<file path="src/rtl/ofdm_bi_pkg.sv">
`timescale 1ns / 1ps
`default_nettype none
// ----------------------------------------------------------------------------
// OFDM bit interleaver package
// Shared types, register indexes and modulation lookup functions.
// ----------------------------------------------------------------------------
package ofdm_bi_pkg;

    localparam int MAX_BLOCK_BITS_DEF = 288;

    localparam int CFG_INDEX_W = 2;
    localparam int CFG_DATA_W  = 2;

    localparam logic [CFG_INDEX_W-1:0] CFG_MODULATION = 2'd0;
    localparam logic [CFG_INDEX_W-1:0] CFG_DIRECTION  = 2'd1;

    localparam logic [1:0] MOD_BPSK  = 2'd0;
    localparam logic [1:0] MOD_QPSK  = 2'd1;
    localparam logic [1:0] MOD_QAM16 = 2'd2;
    localparam logic [1:0] MOD_QAM64 = 2'd3;

    typedef enum logic [1:0] {
        ST_FILL,
        ST_READ,
        ST_DRAIN,
        ST_HOLD
    } t_state;

    typedef struct packed {
        logic wr;
        logic start;
        logic step;
        logic load;
    } t_cmd;

    typedef struct packed {
        logic fill_last;
        logic bit_last;
        logic byte_last;
        logic out_free;
    } t_status;

    function automatic logic [5:0] block_bytes(input logic [1:0] modulation);
        logic [5:0] n;
        case (modulation)
            MOD_BPSK:  n = 6'd6;
            MOD_QPSK:  n = 6'd12;
            MOD_QAM16: n = 6'd24;
            MOD_QAM64: n = 6'd36;
            default:   n = 6'd6;
        endcase
        return n;
    endfunction

    function automatic logic [4:0] column_depth(input logic [1:0] modulation);
        logic [4:0] d;
        case (modulation)
            MOD_BPSK:  d = 5'd3;
            MOD_QPSK:  d = 5'd6;
            MOD_QAM16: d = 5'd12;
            MOD_QAM64: d = 5'd18;
            default:   d = 5'd3;
        endcase
        return d;
    endfunction

    function automatic logic [1:0] group_size(input logic [1:0] modulation);
        logic [1:0] s;
        case (modulation)
            MOD_BPSK:  s = 2'd1;
            MOD_QPSK:  s = 2'd1;
            MOD_QAM16: s = 2'd2;
            MOD_QAM64: s = 2'd3;
            default:   s = 2'd1;
        endcase
        return s;
    endfunction

endpackage
`default_nettype wire

</file>
<file path="src/rtl/ofdm_bi_ctrl.sv">
`timescale 1ns / 1ps
`default_nettype none
// ----------------------------------------------------------------------------
// OFDM bit interleaver controller
// Sequences block fill, per-bit buffer reads and output byte loads.
// ----------------------------------------------------------------------------
module ofdm_bi_ctrl (
    input  wire                       i_clk,
    input  wire                       i_rst_n,
    input  wire                       i_in_valid,
    output logic                      o_in_ready,
    input  wire ofdm_bi_pkg::t_status i_status,
    output ofdm_bi_pkg::t_cmd         o_cmd
);

    ofdm_bi_pkg::t_state r_state;
    ofdm_bi_pkg::t_state n_state;

    always_ff @(posedge i_clk) begin
        if (!i_rst_n) begin
            r_state <= ofdm_bi_pkg::ST_FILL;
        end else begin
            r_state <= n_state;
        end
    end

    always_comb begin
        n_state    = r_state;
        o_cmd      = '0;
        o_in_ready = 1'b0;
        case (r_state)
            ofdm_bi_pkg::ST_FILL: begin
                o_in_ready = 1'b1;
                o_cmd.wr   = i_in_valid;
                if (i_in_valid && i_status.fill_last) begin
                    o_cmd.start = 1'b1;
                    n_state     = ofdm_bi_pkg::ST_READ;
                end
            end
            ofdm_bi_pkg::ST_READ: begin
                o_cmd.step = 1'b1;
                if (i_status.bit_last) begin
                    n_state = ofdm_bi_pkg::ST_DRAIN;
                end
            end
            ofdm_bi_pkg::ST_DRAIN: begin
                n_state = ofdm_bi_pkg::ST_HOLD;
            end
            ofdm_bi_pkg::ST_HOLD: begin
                if (i_status.out_free) begin
                    o_cmd.load = 1'b1;
                    if (i_status.byte_last) begin
                        n_state = ofdm_bi_pkg::ST_FILL;
                    end else begin
                        n_state = ofdm_bi_pkg::ST_READ;
                    end
                end
            end
            default: begin
                n_state = ofdm_bi_pkg::ST_FILL;
            end
        endcase
    end

endmodule
`default_nettype wire

</file>
<file path="src/rtl/ofdm_bi_datapath.sv">
`timescale 1ns / 1ps
`default_nettype none
// ----------------------------------------------------------------------------
// OFDM bit interleaver datapath
// Block buffer, permutation address counters, bit gather and output register.
// ----------------------------------------------------------------------------
module ofdm_bi_datapath #(
    parameter int MAX_BLOCK_BITS = ofdm_bi_pkg::MAX_BLOCK_BITS_DEF
) (
    input  wire                                  i_clk,
    input  wire                                  i_rst_n,
    input  wire ofdm_bi_pkg::t_cmd               i_cmd,
    output ofdm_bi_pkg::t_status                 o_status,
    input  wire                                  i_cfg_we,
    input  wire [ofdm_bi_pkg::CFG_INDEX_W-1:0]   i_cfg_index,
    input  wire [ofdm_bi_pkg::CFG_DATA_W-1:0]    i_cfg_data,
    input  wire [7:0]                            i_data_byte,
    input  wire                                  i_out_ready,
    output logic                                 o_out_valid,
    output logic [7:0]                           o_out_byte,
    output logic                                 o_last_of_block
);

    localparam int MEM_DEPTH = (MAX_BLOCK_BITS + 7) / 8;
    localparam int AW        = $clog2(MEM_DEPTH);

    logic [7:0] r_mem [MEM_DEPTH];

    logic [1:0] r_modulation;
    logic       r_direction;
    logic [5:0] r_byte_cnt;
    logic [5:0] n_byte_cnt;

    logic [2:0] r_bit_cnt;
    logic [5:0] r_byte_out;
    logic [3:0] r_t;
    logic [1:0] r_tm;
    logic [4:0] r_gb;
    logic [1:0] r_qr;
    logic [3:0] r_c;
    logic [1:0] r_cm;
    logic [4:0] r_rb;
    logic [1:0] r_rr;
    logic [3:0] n_t;
    logic [1:0] n_tm;
    logic [4:0] n_gb;
    logic [1:0] n_qr;
    logic [3:0] n_c;
    logic [1:0] n_cm;
    logic [4:0] n_rb;
    logic [1:0] n_rr;

    logic [7:0] r_rd_data;
    logic [2:0] r_rd_sel;
    logic       r_rd_zero;
    logic       r_rd_vld;
    logic [7:0] r_gather;
    logic       r_out_valid;
    logic [7:0] r_out_byte;
    logic       r_out_last;

    logic [5:0] nbytes;
    logic [4:0] dd;
    logic [1:0] ss;
    logic [5:0] wr_idx;
    logic       wr_in_range;
    logic [2:0] sum0;
    logic [2:0] rot0;
    logic [4:0] m_in;
    logic [8:0] p0;
    logic [1:0] rot1;
    logic [8:0] prod1;
    logic [8:0] p1;
    logic [8:0] p;
    logic [5:0] rd_byte;
    logic [AW-1:0] rd_addr;
    logic       rd_bit;

    assign nbytes      = ofdm_bi_pkg::block_bytes(r_modulation);
    assign dd          = ofdm_bi_pkg::column_depth(r_modulation);
    assign ss          = ofdm_bi_pkg::group_size(r_modulation);
    assign wr_idx      = (r_byte_cnt >= nbytes) ? 6'd0 : r_byte_cnt;
    assign wr_in_range = wr_idx < 6'(MEM_DEPTH);

    // Source bit for the output bit under the inverse of the transmit mapping.
    assign sum0 = {1'b0, r_qr} + {1'b0, r_tm};
    assign rot0 = (sum0 >= {1'b0, ss}) ? (sum0 - {1'b0, ss}) : sum0;
    assign m_in = r_gb + 5'(rot0);
    assign p0   = {m_in, r_t};

    // Source bit for the output bit under the transmit mapping.
    assign rot1  = (r_rr >= r_cm) ? (r_rr - r_cm) : (r_rr + ss - r_cm);
    assign prod1 = 9'(dd) * 9'(r_c);
    assign p1    = prod1 + 9'(r_rb) + 9'(rot1);

    assign p       = r_direction ? p1 : p0;
    assign rd_byte = p[8:3];
    assign rd_addr = (rd_byte < 6'(MEM_DEPTH)) ? rd_byte[AW-1:0] : '0;
    assign rd_bit  = r_rd_zero ? 1'b0 : r_rd_data[3'd7 - r_rd_sel];

    assign o_status.fill_last = (wr_idx + 6'd1) == nbytes;
    assign o_status.bit_last  = r_bit_cnt == 3'd7;
    assign o_status.byte_last = r_byte_out == (nbytes - 6'd1);
    assign o_status.out_free  = !r_out_valid || i_out_ready;

    assign o_out_valid     = r_out_valid;
    assign o_out_byte      = r_out_byte;
    assign o_last_of_block = r_out_last;

    always_comb begin
        n_byte_cnt = r_byte_cnt;
        if (i_cfg_we && (i_cfg_index == ofdm_bi_pkg::CFG_MODULATION)) begin
            n_byte_cnt = 6'd0;
        end else if (i_cmd.wr) begin
            n_byte_cnt = o_status.fill_last ? 6'd0 : (wr_idx + 6'd1);
        end
    end

    always_comb begin
        n_t  = r_t;
        n_tm = r_tm;
        n_gb = r_gb;
        n_qr = r_qr;
        n_c  = r_c;
        n_cm = r_cm;
        n_rb = r_rb;
        n_rr = r_rr;
        if (i_cmd.start) begin
            n_t  = '0;
            n_tm = '0;
            n_gb = '0;
            n_qr = '0;
            n_c  = '0;
            n_cm = '0;
            n_rb = '0;
            n_rr = '0;
        end else if (i_cmd.step) begin
            if ((r_qr + 2'd1) == ss) begin
                n_qr = 2'd0;
                if ((r_gb + 5'(ss)) == dd) begin
                    n_gb = 5'd0;
                    n_t  = r_t + 4'd1;
                    n_tm = ((r_tm + 2'd1) == ss) ? 2'd0 : (r_tm + 2'd1);
                end else begin
                    n_gb = r_gb + 5'(ss);
                end
            end else begin
                n_qr = r_qr + 2'd1;
            end
            n_c = r_c + 4'd1;
            if (r_c == 4'd15) begin
                n_cm = 2'd0;
                if ((r_rr + 2'd1) == ss) begin
                    n_rr = 2'd0;
                    n_rb = r_rb + 5'(ss);
                end else begin
                    n_rr = r_rr + 2'd1;
                end
            end else begin
                n_cm = ((r_cm + 2'd1) == ss) ? 2'd0 : (r_cm + 2'd1);
            end
        end
    end

    always_ff @(posedge i_clk) begin
        if (i_cmd.wr && wr_in_range) begin
            r_mem[wr_idx[AW-1:0]] <= i_data_byte;
        end
        r_rd_data <= r_mem[rd_addr];
    end

    always_ff @(posedge i_clk) begin
        if (!i_rst_n) begin
            r_modulation <= 2'd0;
            r_direction  <= 1'b0;
            r_byte_cnt   <= 6'd0;
            r_bit_cnt    <= 3'd0;
            r_byte_out   <= 6'd0;
            r_rd_vld     <= 1'b0;
            r_out_valid  <= 1'b0;
            r_t          <= '0;
            r_tm         <= '0;
            r_gb         <= '0;
            r_qr         <= '0;
            r_c          <= '0;
            r_cm         <= '0;
            r_rb         <= '0;
            r_rr         <= '0;
        end else begin
            if (i_cfg_we && (i_cfg_index == ofdm_bi_pkg::CFG_MODULATION)) begin
                r_modulation <= i_cfg_data[1:0];
            end
            if (i_cfg_we && (i_cfg_index == ofdm_bi_pkg::CFG_DIRECTION)) begin
                r_direction <= i_cfg_data[0];
            end
            r_byte_cnt <= n_byte_cnt;
            r_t        <= n_t;
            r_tm       <= n_tm;
            r_gb       <= n_gb;
            r_qr       <= n_qr;
            r_c        <= n_c;
            r_cm       <= n_cm;
            r_rb       <= n_rb;
            r_rr       <= n_rr;
            if (i_cmd.start) begin
                r_bit_cnt <= 3'd0;
            end else if (i_cmd.step) begin
                r_bit_cnt <= r_bit_cnt + 3'd1;
            end
            if (i_cmd.start) begin
                r_byte_out <= 6'd0;
            end else if (i_cmd.load) begin
                r_byte_out <= r_byte_out + 6'd1;
            end
            r_rd_vld <= i_cmd.step;
            if (i_cmd.load) begin
                r_out_valid <= 1'b1;
            end else if (i_out_ready) begin
                r_out_valid <= 1'b0;
            end
        end
    end

    always_ff @(posedge i_clk) begin
        r_rd_sel  <= p[2:0];
        r_rd_zero <= p >= 9'(MAX_BLOCK_BITS);
        if (r_rd_vld) begin
            r_gather <= {r_gather[6:0], rd_bit};
        end
        if (i_cmd.load) begin
            r_out_byte <= r_gather;
            r_out_last <= o_status.byte_last;
        end
    end

endmodule
`default_nettype wire

</file>
<file path="src/rtl/ofdm_block_bit_interleaver.sv">
`timescale 1ns / 1ps
`default_nettype none
// Input bytes are taken one per cycle until the block (6, 12, 24 or 36 bytes) is full.
// Each output byte then takes 8 single-bit reads of the one-port byte buffer, a drain state
// for the last read to land and a hold state that loads the output register once it is free.
// Reset clears control state and both registers to 0; the buffer contents are not cleared,
// every bit is written before it is read.
// ----------------------------------------------------------------------------
// OFDM block bit interleaver
// Buffers one OFDM symbol of coded bits and emits it interleaved or deinterleaved.
// ----------------------------------------------------------------------------
module ofdm_block_bit_interleaver #(
    parameter int MAX_BLOCK_BITS = ofdm_bi_pkg::MAX_BLOCK_BITS_DEF
) (
    input  wire                                i_clk,
    input  wire                                i_rst_n,
    input  wire                                i_cfg_valid,
    output logic                               o_cfg_ready,
    input  wire [ofdm_bi_pkg::CFG_INDEX_W-1:0] i_cfg_index,
    input  wire [ofdm_bi_pkg::CFG_DATA_W-1:0]  i_cfg_data,
    input  wire                                i_in_valid,
    output logic                               o_in_ready,
    input  wire [7:0]                          i_data_byte,
    output logic                               o_out_valid,
    input  wire                                i_out_ready,
    output logic [7:0]                         o_out_byte,
    output logic                               o_last_of_block
);

    ofdm_bi_pkg::t_cmd    cmd;
    ofdm_bi_pkg::t_status status;

    assign o_cfg_ready = 1'b1;

    ofdm_bi_ctrl u_ctrl (
        .i_clk      (i_clk),
        .i_rst_n    (i_rst_n),
        .i_in_valid (i_in_valid),
        .o_in_ready (o_in_ready),
        .i_status   (status),
        .o_cmd      (cmd)
    );

    ofdm_bi_datapath #(
        .MAX_BLOCK_BITS (MAX_BLOCK_BITS)
    ) u_datapath (
        .i_clk           (i_clk),
        .i_rst_n         (i_rst_n),
        .i_cmd           (cmd),
        .o_status        (status),
        .i_cfg_we        (i_cfg_valid),
        .i_cfg_index     (i_cfg_index),
        .i_cfg_data      (i_cfg_data),
        .i_data_byte     (i_data_byte),
        .i_out_ready     (i_out_ready),
        .o_out_valid     (o_out_valid),
        .o_out_byte      (o_out_byte),
        .o_last_of_block (o_last_of_block)
    );

    a_start_stalls_input: assert property (@(posedge i_clk) disable iff (!i_rst_n)
        cmd.start |=> !o_in_ready)
        else $error("input still ready after the final byte of a block");

    a_load_sets_valid: assert property (@(posedge i_clk) disable iff (!i_rst_n)
        cmd.load |=> o_out_valid)
        else $error("output byte not presented after load");

    a_no_fill_during_read: assert property (@(posedge i_clk) disable iff (!i_rst_n)
        !(cmd.step && cmd.wr))
        else $error("buffer read and write transfer in the same cycle");

    a_last_flag: assert property (@(posedge i_clk) disable iff (!i_rst_n)
        (cmd.load && status.byte_last) |=> o_last_of_block)
        else $error("final byte of the block not flagged");

endmodule
`default_nettype wire

</file>
<file path="config.mk">
export PLATFORM = sky130hd
export DESIGN_NAME = ofdm_block_bit_interleaver
export DESIGN_NICKNAME = d
export VERILOG_FILES = /design/src/rtl/ofdm_bi_pkg.sv /design/src/rtl/ofdm_bi_ctrl.sv /design/src/rtl/ofdm_bi_datapath.sv /design/src/rtl/ofdm_block_bit_interleaver.sv
export SDC_FILE = /design/constraint.sdc
export NUM_CORES = 1
export LEC_CHECK = 0
export ABC_AREA = 1
export BUFFER_PORTS_ARGS = -buffer_cell sky130_fd_sc_hd__clkbuf_2
export CAP_MARGIN = 10
export CORE_ASPECT_RATIO = 1.25
export CORE_MARGIN = 2
export CORE_UTILIZATION = 60
export CTS_CLUSTER_DIAMETER = 40
export CTS_CLUSTER_SIZE = 40
export DETAILED_ROUTE_END_ITERATION = 12
export HOLD_SLACK_MARGIN = 0.05
export PLACE_DENSITY = 0.82
export SYNTH_ARGS = -nofsm -noshare
export SYNTH_HDL_FRONTEND = slang
export SYNTH_SLANG_ARGS = --single-unit
export TNS_END_PERCENT = 5
</file>
<file path="constraint.sdc">
create_clock -name i_clk -period 6.7 [get_ports i_clk]
set_input_delay 1.34 -clock i_clk [delete_from_list [all_inputs] [get_ports i_clk]]
set_output_delay 1.34 -clock i_clk [all_outputs]
set_load 0.05 [all_outputs]
</file>
; Yosys cells after proc, flatten, opt, wreduce, memory -nomap -nowiden
; Memory sizes are Yosys's and may differ from the RTL's. A register that Yosys moved wholly into a read port is not among the register bits.
; Index checks and enable logic that the tools add are counted.
[totals]
output_inout_bits = 12
ram_bits = 288
register_bits = 69
latch_bits = 0
n_memories = 1
elab_cells = 122
romBits = 0
in_bits = 17
[memory_table]
columns = name, words, word_bits, read_ports, rd_clocked_by_memory_dff, write_ports, line_no
row1 = u_datapath.r_mem, 36, 8, 1, 1, 1, ofdm_bi_datapath.sv:27  ; logic [7:0] r_mem [MEM_DEPTH];
[op_classes]
eq_ne = 19
n_lt_le_gt_ge = 7
muxes = 32
n_div = 0
bitwise_logic = 1
addsub = 21
n_shift = 0
n_reduce_logical = 18
mul = 1
[op_table]
columns = operator, count
row1 = $pmux 6 s4, 1
row2 = $mux 2, 10
row3 = $pmux 5 s4, 1
row4 = $mux 6, 3
row5 = $add 6x1->6 const B, 2
row6 = $eq 6x6->1, 2
row7 = $lt 6x6->1 const B, 2
row8 = $mux 1, 11
row9 = $add 5x2->5, 2
row10 = $add 9x2->9, 1
row11 = $add 9x5->9, 1
row12 = $ge 9x9->1 const B, 1
row13 = $mul 5x4->9, 1
row14 = $mux 9, 1
row15 = $reduce_and 3->1, 3
row16 = $add 2x1->2 const B, 4
row17 = $add 4x1->4 const B, 2
row18 = $eq 2x2->1, 4
row19 = $eq 2x2->1 const B, 4
row20 = $pmux 2 s4, 1
row21 = $eq 2x1->1 const B, 3
row22 = $ge 6x6->1, 1
row23 = $logic_not 2->1, 3
row24 = $pmux 2 s3, 1
row25 = 26 further kinds, 34

; Logic depth before layout (Yosys ltp)
; Gate-level depths: netlist of the first run.
[depth]
depth_word = 12
ltp_mapped = 33
mapped_depth_nobuf = 30

; Cells and area by module
; A second synthesis of the first run with hierarchy kept.
[unflattened]
cells_unflattened = 1749
hier_area_um2 = 17526.8
[modules_own_cells]
columns = module, area_each_um2, instances, seq_area_each_um2, cells_per_inst
row1 = ofdm_bi_datapath, 17316.6, 1, 10319.9, 1714
row2 = ofdm_bi_ctrl, 198.9, 1, 40.0, 33
row3 = ofdm_block_bit_interleaver, 11.3, 1, 0.0, 2

; Least setup slack after synthesis of the first run
; No wires, ideal clock.
[synth_path]
path_type = register to register
startpoint = register u_datapath.r_modulation[0]
endpoint = register u_datapath.r_rd_data[5], read port of u_datapath.r_mem
setup_ns = 0.114
arrival_time_ns = 5.017
required_time_ns = 6.586
slack_ns = 1.569
synth_period_minus_slack_ns = 5.131
path_stages_with_launch = 32
path_buffers = 4
path_cell_list = dfxtp_1 > inv_1 > ha_1 > buf_2 > inv_1 > clkbuf_1 > nand2_1 > fa_1 > inv_1 > fa_1 > inv_1 > fa_1 > inv_1 > ha_1 > nand2_1 > nand2_1 > a21oi_1 > nand2_1 > nand2_1 > nand3_1 > nand2_1 > nand3_1 > nand2_2 > nand2_2 > buf_6 > buf_2 > o21ai_0 > nand3_1 > nand3_1 > nand3_1 > nand3_1 > nand2_1
[synth_via]
elab_chain_len = 10
elab_cells_between_ends = 20
cone_classes = 6 x add/sub / 1 x mul / 2 x order compare / 3 x eq/ne / 6 x mux / 2 x reduce/logical
[synth_lines]
columns = element, line_no
row1 = "start, declared", ofdm_bi_datapath.sv:29  ; logic [1:0] r_modulation;
row2 = "start signal, assigned", ofdm_bi_datapath.sv:191  ; r_modulation <= i_cfg_data[1:0];
row3 = branches (longest 7 deep; another with $mul 5x4->9), -
row4 = $mux 9 *, ofdm_bi_datapath.sv:96  ; assign p = r_direction ? p1 : p0;
row5 = $lt 6x6->1, ofdm_bi_datapath.sv:98  ; assign rd_addr = (rd_byte < 6'(MEM_DEPTH)) ? rd_byte[AW-1:0] : '0;
row6 = $mux 6 *, ofdm_bi_datapath.sv:98
row7 = "end, declared", ofdm_bi_datapath.sv:53  ; logic [7:0] r_rd_data;
; Every way passes the cells marked *.
; A chain may end at the register's enable or synchronous reset.

; Worst setup path in the final report of the first run
[layout_path]
startpoint = register u_datapath.r_modulation[0]
endpoint = register u_datapath.r_rd_data[3], read port of u_datapath.r_mem
; Same word-level chain as after synthesis.

==> key figures, run 1 <==
Status
  • Status: complete, no violations

Route
  • DR vias/cell: 5.753
  • 1st-pass router iterations: 6
  • DRT iter0 DRCs: 1245
  • DRC viols: 0
  • DR WL/cell: 18.69 um
  • Final ANT Viol Nets: 0
  • Routed wire length: 41.18 mm
  • Via count: 12670

Timing
  • Final Skew: 0.01977 ns
  • Worst Tran Pin Value: 1.043 ns
  • Final period util: 0.8980
  • Min cycle time layout: 6.016 ns
  • Slew headroom: 0.3023
  • RSZ-0062 raised after global routing: false
  • Max-slew violations: 0
  • Final hold viol count: 0
  • Fmax: 166.2 MHz
  • Setup TNS Final: 0 ns
  • Final setup violation count: 0

Global routing
  • Grt met1 use: 0.3281
  • GR Util met3: 0.03751
  • Antenna violations before repair: 0
  • GR Layer Usage met2: 0.4834
  • GRT overflow: 0
  • Total GRT Usage: 0.2732
  • Vias in the first global route: 12520
  • Gr busiest metal: met2
  • Largest net degree at the start of global routing: 90
  • Global-route wire length before repair: 65.18 mm

Synth
  • Synth top area share: 0.5218
  • Syn_nets: 1858
  • Yosys warns: 0
  • Commonest cells in the netlist: edfxtp_1, nand2_1, nand3_1
  • Synth Flop Type: edfxtp_1
  • Cell variety after synth: 51
  • #FFs+latches synth: 365
  • Most frequent cell after synthesis: edfxtp_1
  • Area of the mapped netlist: 17550 um2
  • Seq/Total Area, Yosys: 0.5902
  • Async SR Flop Fraction: 0
  • Cells after Synth: 1775
  • Largest cells by area after synthesis: edfxtp_1, nand3_1, dfxtp_1
  • Post-synth EDFFs: 305
  • Cell taking the most area after synthesis: edfxtp_1
  • Avg Inst Size Synth: 9.888 um2

Critical path
  • FF-to-FF path depth: 26
  • Reg-to-reg startpoint: u_datapath.r_modulation[0]
  • RR Endpoint: u_datapath.r_rd_data[3]
  • Setup slack, reg-to-reg: 0.68 ns
  • Setup CP Type: reg2reg
  • CP endpoint: u_datapath.r_rd_data[3]
  • Arr. time, crit path: 6.49 ns
  • Critical Path RT: 7.18 ns
  • CP startpoint: u_datapath.r_modulation[0]
  • Critical-path maximum fanout: 65
  • Startpoint class of the critical path: register
  • Critical path capture point type: register

Clocking
  • Post-CTS sizing: 0
  • # Post-CTS Setup Buffers: 0
  • Hold buffer count at cts: 0
  • Clk_lat worst skew: 0.53 ns
  • TritonCTS clock tree: done
  • Reg clk slew, reported paths: 0.07 ns
  • Clk buf depth: 3
  • Clk sinks: 365
  • CTS Buf Count: 37
  • H-tree levels: 2
  • Root buf cell: clkbuf_16

Layout
  • Area taken by multi-input logic gates: 5947 um2
  • # fillers: 2167
  • Share of cells above drive strength 1: 0.08135
  • Util after Layout: 0.6649
  • Post-layout nets: 1864
  • Area added between synthesis and finish: 9.823%
  • Ant. Diodes: 0
  • FF/Latch Area: 10360 um2

Min path
  • Hold Path Class: reg2reg

Place
  • Buffers on Ports: 27
  • Gpl congestion: 0.9063
  • Detail Placement HPWL: 26.56 mm

Power
  • Worst vdd ir: 0.0003086 V
  • PD cells: 365.1 nW/um2
  • LEAKAGE: 0.007623 uW

Die
  • Die area: 30650 um2
  • # rows: 70
  • Die Wd: 157.0 um
  • IO Count: 29
  • Die height: 195.2 um
  • Initial Util: 0.6054
  • Placeable core area: 28990 um2

Flow run
  • Max-cap violations: 0
## registers in the layout, indices dropped and copies added (netlist names), 3 cells and up
signal                 flops
u_datapath.o_out_byte      8
u_datapath.r_bit_cnt       3
u_datapath.r_byte_cnt      6
u_datapath.r_byte_out      6
u_datapath.r_c             4
u_datapath.r_gather        8
u_datapath.r_gb            5
u_datapath.r_mem         288
u_datapath.r_rb            5
u_datapath.r_rd_data       8
u_datapath.r_rd_sel        3
u_datapath.r_t             4
## cell families after synthesis
logic type	after synthesis	share of synthesized area
and+or+nand+nor	842	0.2166
DFF	365	0.5902
buffers and inverters	314	0.07164
AOI/OAI and AO/OA	157	0.05204
adders and majority gates	66	0.05432
xor gates and xnor gates	30	0.01497
other	1	0.0002137
## worst min-delay path by stage
| stage | slack (ns) | end | cells after the start | start |
|---|---|---|---|---|
| final | 0.45 | u_datapath.o_out_byte[7] | 0 | u_datapath.r_gather[7] |
| after global routing | 0.46 | u_datapath.o_out_byte[7] | 0 | u_datapath.r_gather[7] |
| after CTS | 0.45 | u_datapath.o_out_byte[7] | 0 | u_datapath.r_gather[7] |
| after detailed placement | 0.43 | u_datapath.o_out_byte[7] | 0 | u_datapath.r_gather[7] |
| after global placement | 0.40 | u_datapath.o_out_byte[7] | 0 | u_datapath.r_gather[7] |
| after floorplan | 0.40 | u_datapath.o_out_byte[7] | 0 | u_datapath.r_gather[7] |
## layer usage
layer / up-vias / routed length (um) / share of wire
met4: 0 / 1768 / 0.043
li1: 5972 / - / -
met5: - / 0 / 0
met3: 124 / 2784 / 0.068
met2: 566 / 21340 / 0.52
met1: 6011 / 15300 / 0.37
## metrics by stage
stage	std cells	power [uW]	cell area (um2)	hold WS (ns)	setup slack [ns]
after detailed placement	2138	4851	17970	0.4313	0.7619
after global placement	2138	4795	17970	0.4049	0.8780
after floorplan	1775	4167	17550	0.4003	1.569
final	2203	7038	19280	0.4468	0.6836
after global routing	2203	7338	19280	0.4645	0.2752
after CTS	2203	7017	19280	0.4465	0.7287
## layout make-up
class	count	area share
Multi-Input combinational cell	1096	0.3085
Inverter	239	0.04667
Clock buffer	39	0.04894
Timing Repair Buffer	42	0.01415
Clock inverter	26	0.01856
Tap cell	396	0.02570
Sequential cell	365	0.5375
## report_power, final
part | switching, uW | leakage, uW | internal, uW | total, uW
Combinational | 1560 | 0.00376 | 661 | 2220
Clock | 998 | 0.000628 | 1180 | 2180
Sequential | 69.8 | 0.00323 | 2570 | 2640
Total | 2630 | 0.00762 | 4410 | 7040
## worst max-delay path, stage by stage (launching register included)
cell and delay [ns]:
dfxtp_1 0.35, inv_1 0.16, ha_1 0.41, inv_1 0.20, buf_4 0.22, ha_1 0.21
xor2_1 0.17, o21ai_0 0.10, a21oi_1 0.14, nor2_1 0.08, or2_2 0.28, fa_1 0.48
inv_1 0.07, ha_1 0.31, nand3_1 0.08, nand3_1 0.10, xor2_1 0.16, nand2_1 0.08
nand2_2 0.15, inv_4 0.54, nand2_4 0.39, buf_12 0.32, inv_1 0.21, o21ai_0 0.11
o22ai_1 0.30, nand2_1 0.19, nand2_1 0.11
## placed cells by master (no fill, tap or decap), drive strengths merged, types with 17 or more instances in the layout
master / Yosys / layout
a21oi: 33 / 33
clkbuf: 34 / 66
dfxtp: 60 / 60
edfxtp: 305 / 305
fa: 17 / 17
ha: 49 / 49
inv: 238 / 253
nand2: 261 / 261
nand3: 253 / 253
nand3b: 52 / 52
nor2: 242 / 242
o21ai: 90 / 90
xor2: 19 / 19
(Power assumes the default switching activity.)
==> run 2: changes to the inputs <==
--- a/config.mk
+++ b/config.mk
@@ -16,6 +16,8 @@
 export DETAILED_ROUTE_END_ITERATION = 12
 export HOLD_SLACK_MARGIN = 0.05
 export PLACE_DENSITY = 0.82
+export RECOVER_POWER = 25
+export SLEW_MARGIN = 25
 export SYNTH_ARGS = -nofsm -noshare
 export SYNTH_HDL_FRONTEND = slang
 export SYNTH_SLANG_ARGS = --single-unit
==> key figures, run 2 (synthesis gave the netlist of run 1 again) <==
Route
  • DRC viols: 0
  • Via count: 12650
  • DR WL/cell: 18.69 um
  • DR vias/cell: 5.737
  • 1st-pass router iterations: 6
  • DRT iter0 DRCs: 1290
  • Final ANT Viol Nets: 0
  • Routed wire length: 41.19 mm

Power
  • Net Sw Power: 2620 uW
  • Int Power: 4410 uW
  • Switching portion of total power: 0.3727
  • Clock share of power: 0.309
  • Comb power frac: 0.315
  • Worst vdd ir: 0.0003070 V
  • Sequential power share: 0.375
  • PD cells: 364.4 nW/um2
  • LEAKAGE: 0.007611 uW

Place
  • Dpl cell area: 17970 um2
  • Detail Placement HPWL: 26.56 mm
  • Buffers on Ports: 27
  • Gpl congestion: 0.9063
  • Placed Cells: 2138

Die
  • Die area: 30650 um2
  • Placeable core area: 28990 um2
  • # rows: 70
  • IO Count: 29
  • Initial Util: 0.6054
  • Die Wd: 157.0 um
  • Die height: 195.2 um

Clocking
  • Clk buf depth: 3
  • CTS Buf Count: 37
  • Reg clk slew, reported paths: 0.07 ns
  • Clk sinks: 365
  • Post-CTS sizing: 0
  • H-tree levels: 2
  • Clk_lat worst skew: 0.53 ns
  • Hold buffer count at cts: 0
  • TritonCTS clock tree: done
  • # Post-CTS Setup Buffers: 0
  • Root buf cell: clkbuf_16

Timing
  • Setup TNS Final: 0 ns
  • Max-slew violations: 222
  • Fmax: 166.1 MHz
  • Final hold viol count: 0
  • Final setup violation count: 0
  • RSZ-0062 raised after global routing: false
  • Worst Tran Pin Value: 1.896 ns
  • WHS: 0.4461 ns
  • Min cycle time layout: 6.020 ns
  • Final period util: 0.8986
  • Final Skew: 0.02017 ns
  • Slew headroom: -0.2639

Critical path
  • Reg-to-reg startpoint: u_datapath.r_modulation[0]
  • RR Endpoint: u_datapath.r_rd_data[3]
  • Setup slack, reg-to-reg: 0.68 ns
  • Setup CP Type: reg2reg
  • Critical Path RT: 7.18 ns
  • Critical-path maximum fanout: 65
  • Arr. time, crit path: 6.50 ns
  • Startpoint class of the critical path: register
  • Critical path capture point type: register
  • FF-to-FF path depth: 26

Min path
  • Hold Path Class: reg2reg
  • Worst Hold Depth: 0
  • Hold Path Sink: u_datapath.o_out_byte[7]
  • HP Start: u_datapath.r_gather[7]

Layout
  • Design area: 19290 um2
  • Most frequent cells in the layout: edfxtp_1, nand2_1, nand3_1
  • Post-route insts no fill: 2204
  • Ant. Diodes: 0
  • Util after Layout: 0.6655
  • Max FFs per register: 288
  • Area taken by multi-input logic gates: 5947 um2
  • # fillers: 2167
  • Share of cells above drive strength 1: 0.07743
  • Most common cell after layout, fill and taps aside: edfxtp_1
  • Area added between synthesis and finish: 9.923%
  • Post-layout nets: 1865
  • FF/Latch Area: 10360 um2

Flow run
  • Max-cap violations: 6

Status
  • Status: finished with violations
  • Failing checks: capacitance limit, slew limit

Global routing
  • Total GRT Usage: 0.2732
  • Vias in the first global route: 12520
  • Global-route wire length before repair: 65.18 mm
  • Antenna violations before repair: 0
  • GRT overflow: 0
  • Largest net degree at the start of global routing: 90
[run 2: changes by cell type in the layout (fill, tap and decap cells not counted)]
cell	change
buf_16	+1
clkbuf_1	+8
clkbuf_2	-8
[run 2: worst max-delay path by stage]
stage / from / slack (ns) / endpoint / cells after the start
detailed placement: u_datapath.r_modulation[0] / 0.76 / u_datapath.r_rd_data[6] / 26
global placement: u_datapath.r_modulation[0] / 0.88 / u_datapath.r_rd_data[3] / 26
finish: u_datapath.r_modulation[0] / 0.68 / u_datapath.r_rd_data[3] / 26
floorplan: u_datapath.r_modulation[0] / 1.57 / u_datapath.r_rd_data[5] / 31
CTS: u_datapath.r_modulation[0] / 0.73 / u_datapath.r_rd_data[2] / 26
global route: u_datapath.r_modulation[0] / 0.29 / u_datapath.r_rd_data[2] / 26
[run 2: per-layer routing]
metal,part of all wire,track usage,vias up
li1,-,-,5971
met2,0.52,0.4834,549
met5,0,0,-
met3,0.068,0.03751,116
met1,0.37,0.3281,6009
met4,0.044,0.1281,0
[run 2: critical path, cell delays in order, from the launching register on]
cell and delay (ns):
dfxtp_1 0.35, inv_1 0.16, ha_1 0.41, inv_1 0.19, buf_4 0.22, ha_1 0.21, xor2_1 0.17, o21ai_0 0.10
a21oi_1 0.14, nor2_1 0.07, or2_2 0.28, fa_1 0.48, inv_1 0.07, ha_1 0.31, nand3_1 0.09, nand3_1 0.10
xor2_1 0.16, nand2_1 0.08, nand2_2 0.15, inv_4 0.54, nand2_4 0.39, buf_12 0.31, inv_1 0.21, o21ai_0 0.11
o22ai_1 0.30, nand2_1 0.20, nand2_1 0.11
[run 2: layout make-up]
class,instances,area share
clock buffers,39,0.04890
clock inverters,26,0.01855
inverters,239,0.04663
multi-input cells,1096,0.3082
flip-flops and latches,365,0.5370
well taps,396,0.02568
repair buffers,43,0.01505
[run 2: power by group through the flow]
stage                     logic (uW)  registers (uW)  clock network (uW)
after floorplan                 1490            2680                   0
after global placement          2110            2680                   0
after detailed placement        2160            2690                   0
after CTS                       2180            2640                2200
after global routing            2430            2650                2270
final                           2220            2640                2170
[run 2: per-stage QoR]
stage | total power (uW) | worst slack (ns)
finish | 7030 | 0.6797
global route | 7341 | 0.2864
CTS | 7017 | 0.7287
detailed placement | 4851 | 0.7619
global placement | 4795 | 0.8780
floorplan | 4167 | 1.569
==> run 3: changes to the inputs <==
--- a/config.mk
+++ b/config.mk
@@ -7,15 +7,14 @@
 export LEC_CHECK = 0
 export ABC_AREA = 1
 export BUFFER_PORTS_ARGS = -buffer_cell sky130_fd_sc_hd__clkbuf_2
-export CAP_MARGIN = 10
 export CORE_ASPECT_RATIO = 1.25
 export CORE_MARGIN = 2
-export CORE_UTILIZATION = 60
+export CORE_UTILIZATION = 30
 export CTS_CLUSTER_DIAMETER = 40
 export CTS_CLUSTER_SIZE = 40
 export DETAILED_ROUTE_END_ITERATION = 12
 export HOLD_SLACK_MARGIN = 0.05
-export PLACE_DENSITY = 0.82
+export PLACE_DENSITY = 0.49
 export RECOVER_POWER = 25
 export SLEW_MARGIN = 25
 export SYNTH_ARGS = -nofsm -noshare
==> key figures, run 3 (synthesis gave the netlist of run 1 again) <==
Clocking
  • Hold buffer count at cts: 0
  • # Post-CTS Setup Buffers: 0
  • Post-CTS sizing: 0
  • Clk buf depth: 3
  • TritonCTS clock tree: done
  • Clk sinks: 365
  • Clk_lat worst skew: 0.59 ns
  • CTS Buf Count: 69
  • Root buf cell: clkbuf_16
  • Reg clk slew, reported paths: 0.06 ns
  • H-tree levels: 3

Timing
  • Min cycle time layout: 5.762 ns
  • Final setup violation count: 0
  • Slew headroom: -0.6563
  • Fmax: 173.6 MHz
  • Final period util: 0.8599
  • Final hold viol count: 0
  • Worst Tran Pin Value: 2.484 ns
  • Max-slew violations: 148
  • RSZ-0062 raised after global routing: false
  • Final Skew: 0.01838 ns
  • Setup TNS Final: 0 ns

Die
  • IO Count: 29
  • Die height: 274.4 um
  • Die Wd: 220.3 um
  • Placeable core area: 58090 um2
  • # rows: 99
  • Die area: 60470 um2
  • Initial Util: 0.3021

Critical path
  • Setup CP Type: reg2reg
  • Crit path top cell by count: nand3_1
  • Startpoint class of the critical path: register
  • Slowest CP cell: buf_4
  • Arr. time, crit path: 6.24 ns
  • Critical Path RT: 7.18 ns
  • Critical path capture point type: register
  • CP max stage delay: 0.64 ns
  • Critical-path maximum fanout: 67

Layout
  • Design area: 20770 um2
  • Post-layout nets: 1896
  • Max FFs per register: 288
  • Post-route insts no fill: 2626
  • Share of cells above drive strength 1: 0.1033
  • Most common cell after layout, fill and taps aside: edfxtp_1
  • Area added between synthesis and finish: 18.35%
  • Most frequent cells in the layout: edfxtp_1, nand2_1, nand3_1
  • Ant. Diodes: 0

Status
  • Status: finished with violations
  • Failing checks: capacitance limit, slew limit

Place
  • Buffers on Ports: 27
  • Dpl cell area: 18470 um2
  • Detail Placement HPWL: 30.00 mm
  • Gpl congestion: 0.8223
  • Placed Cells: 2499

Route
  • 1st-pass router iterations: 5
  • DRC viols: 0
  • DR WL/cell: 18.00 um
  • Via count: 12460
  • DR vias/cell: 4.744
  • DRT iter0 DRCs: 797
  • Final ANT Viol Nets: 0
  • Routed wire length: 47.26 mm

Global routing
  • Largest net degree at the start of global routing: 104
  • Total GRT Usage: 0.1595
  • GRT overflow: 0
  • Global-route wire length before repair: 73.88 mm
  • Vias in the first global route: 12650
  • Antenna violations before repair: 0

Power
  • LEAKAGE: 0.008095 uW
  • PD cells: 401.4 nW/um2
  • Worst vdd ir: 0.0003049 V

Flow run
  • Max-cap violations: 4

Min path
  • Hold Path Class: reg2reg
==> run 3: power breakdown <==
part / internal, uW / switching, uW / leakage, uW
Sequential: 2580 / 68.4 / 0.00323
Clock: 2170 / 1250 / 0.00110
Combinational: 666 / 1600 / 0.00376
Total: 5410 / 2930 / 0.00809
==> run 3: final cells by class <==
type                       instances  area [um2]
timing repair buffer              42       299.0
clock inverter                    48       511.7
fill                            5735       37320
sequential                       365       10360
inverter                         239       899.6
multi-input combinational       1096        5949
tap                              757       947.2
clock buffer                      79        1805
==> run 3: layer usage <==
metal	track usage	routed length [um]	vias to the layer above
li1	-	-	6062
met1	0.2017	20890	6057
met2	0.2703	23130	271
met3	0.02973	2148	69
met4	0.05758	1095	0
met5	0	0	-
==> run 3: critical path, delay by kind of cell, from the launching register on <==
family | cells | cell delay [ns]
flip-flops | 1 | 0.35
AND/OR/NAND/NOR | 18 | 2.13
AO/OA/AOI/OAI | 2 | 0.22
XOR/XNOR | 1 | 0.18
buffers and inverters | 5 | 1.18
adder cells (fa/ha/maj) | 4 | 1.57
==> run 3: path summary, 6_finish.rpt <==
check / depth (start not counted) / to / slack (ns) / start
setup / recovery: 30 / u_datapath.r_rd_data[1] / 0.94 / u_datapath.r_modulation[0]
hold / removal: 0 / u_datapath.o_out_byte[7] / 0.42 / u_datapath.r_gather[7]
setup reg to reg: 30 / u_datapath.r_rd_data[1] / 0.94 / u_datapath.r_modulation[0]
hold reg to reg: 0 / u_datapath.o_out_byte[7] / 0.42 / u_datapath.r_gather[7]
==> run 3: stage by stage <==
stage / hold slack, ns / setup WS [ns] / util / power [uW]
after detailed placement: 0.4061 / 0.9342 / 0.3180 / 4986
after floorplan: 0.4003 / 1.569 / - / 4167
final: 0.4221 / 0.9384 / 0.3576 / 8338
after CTS: 0.4200 / 0.9170 / 0.3578 / 8439
after global placement: 0.4038 / 0.9464 / 0.3173 / 4980
after global routing: 0.4354 / 0.3737 / 0.3576 / 8764
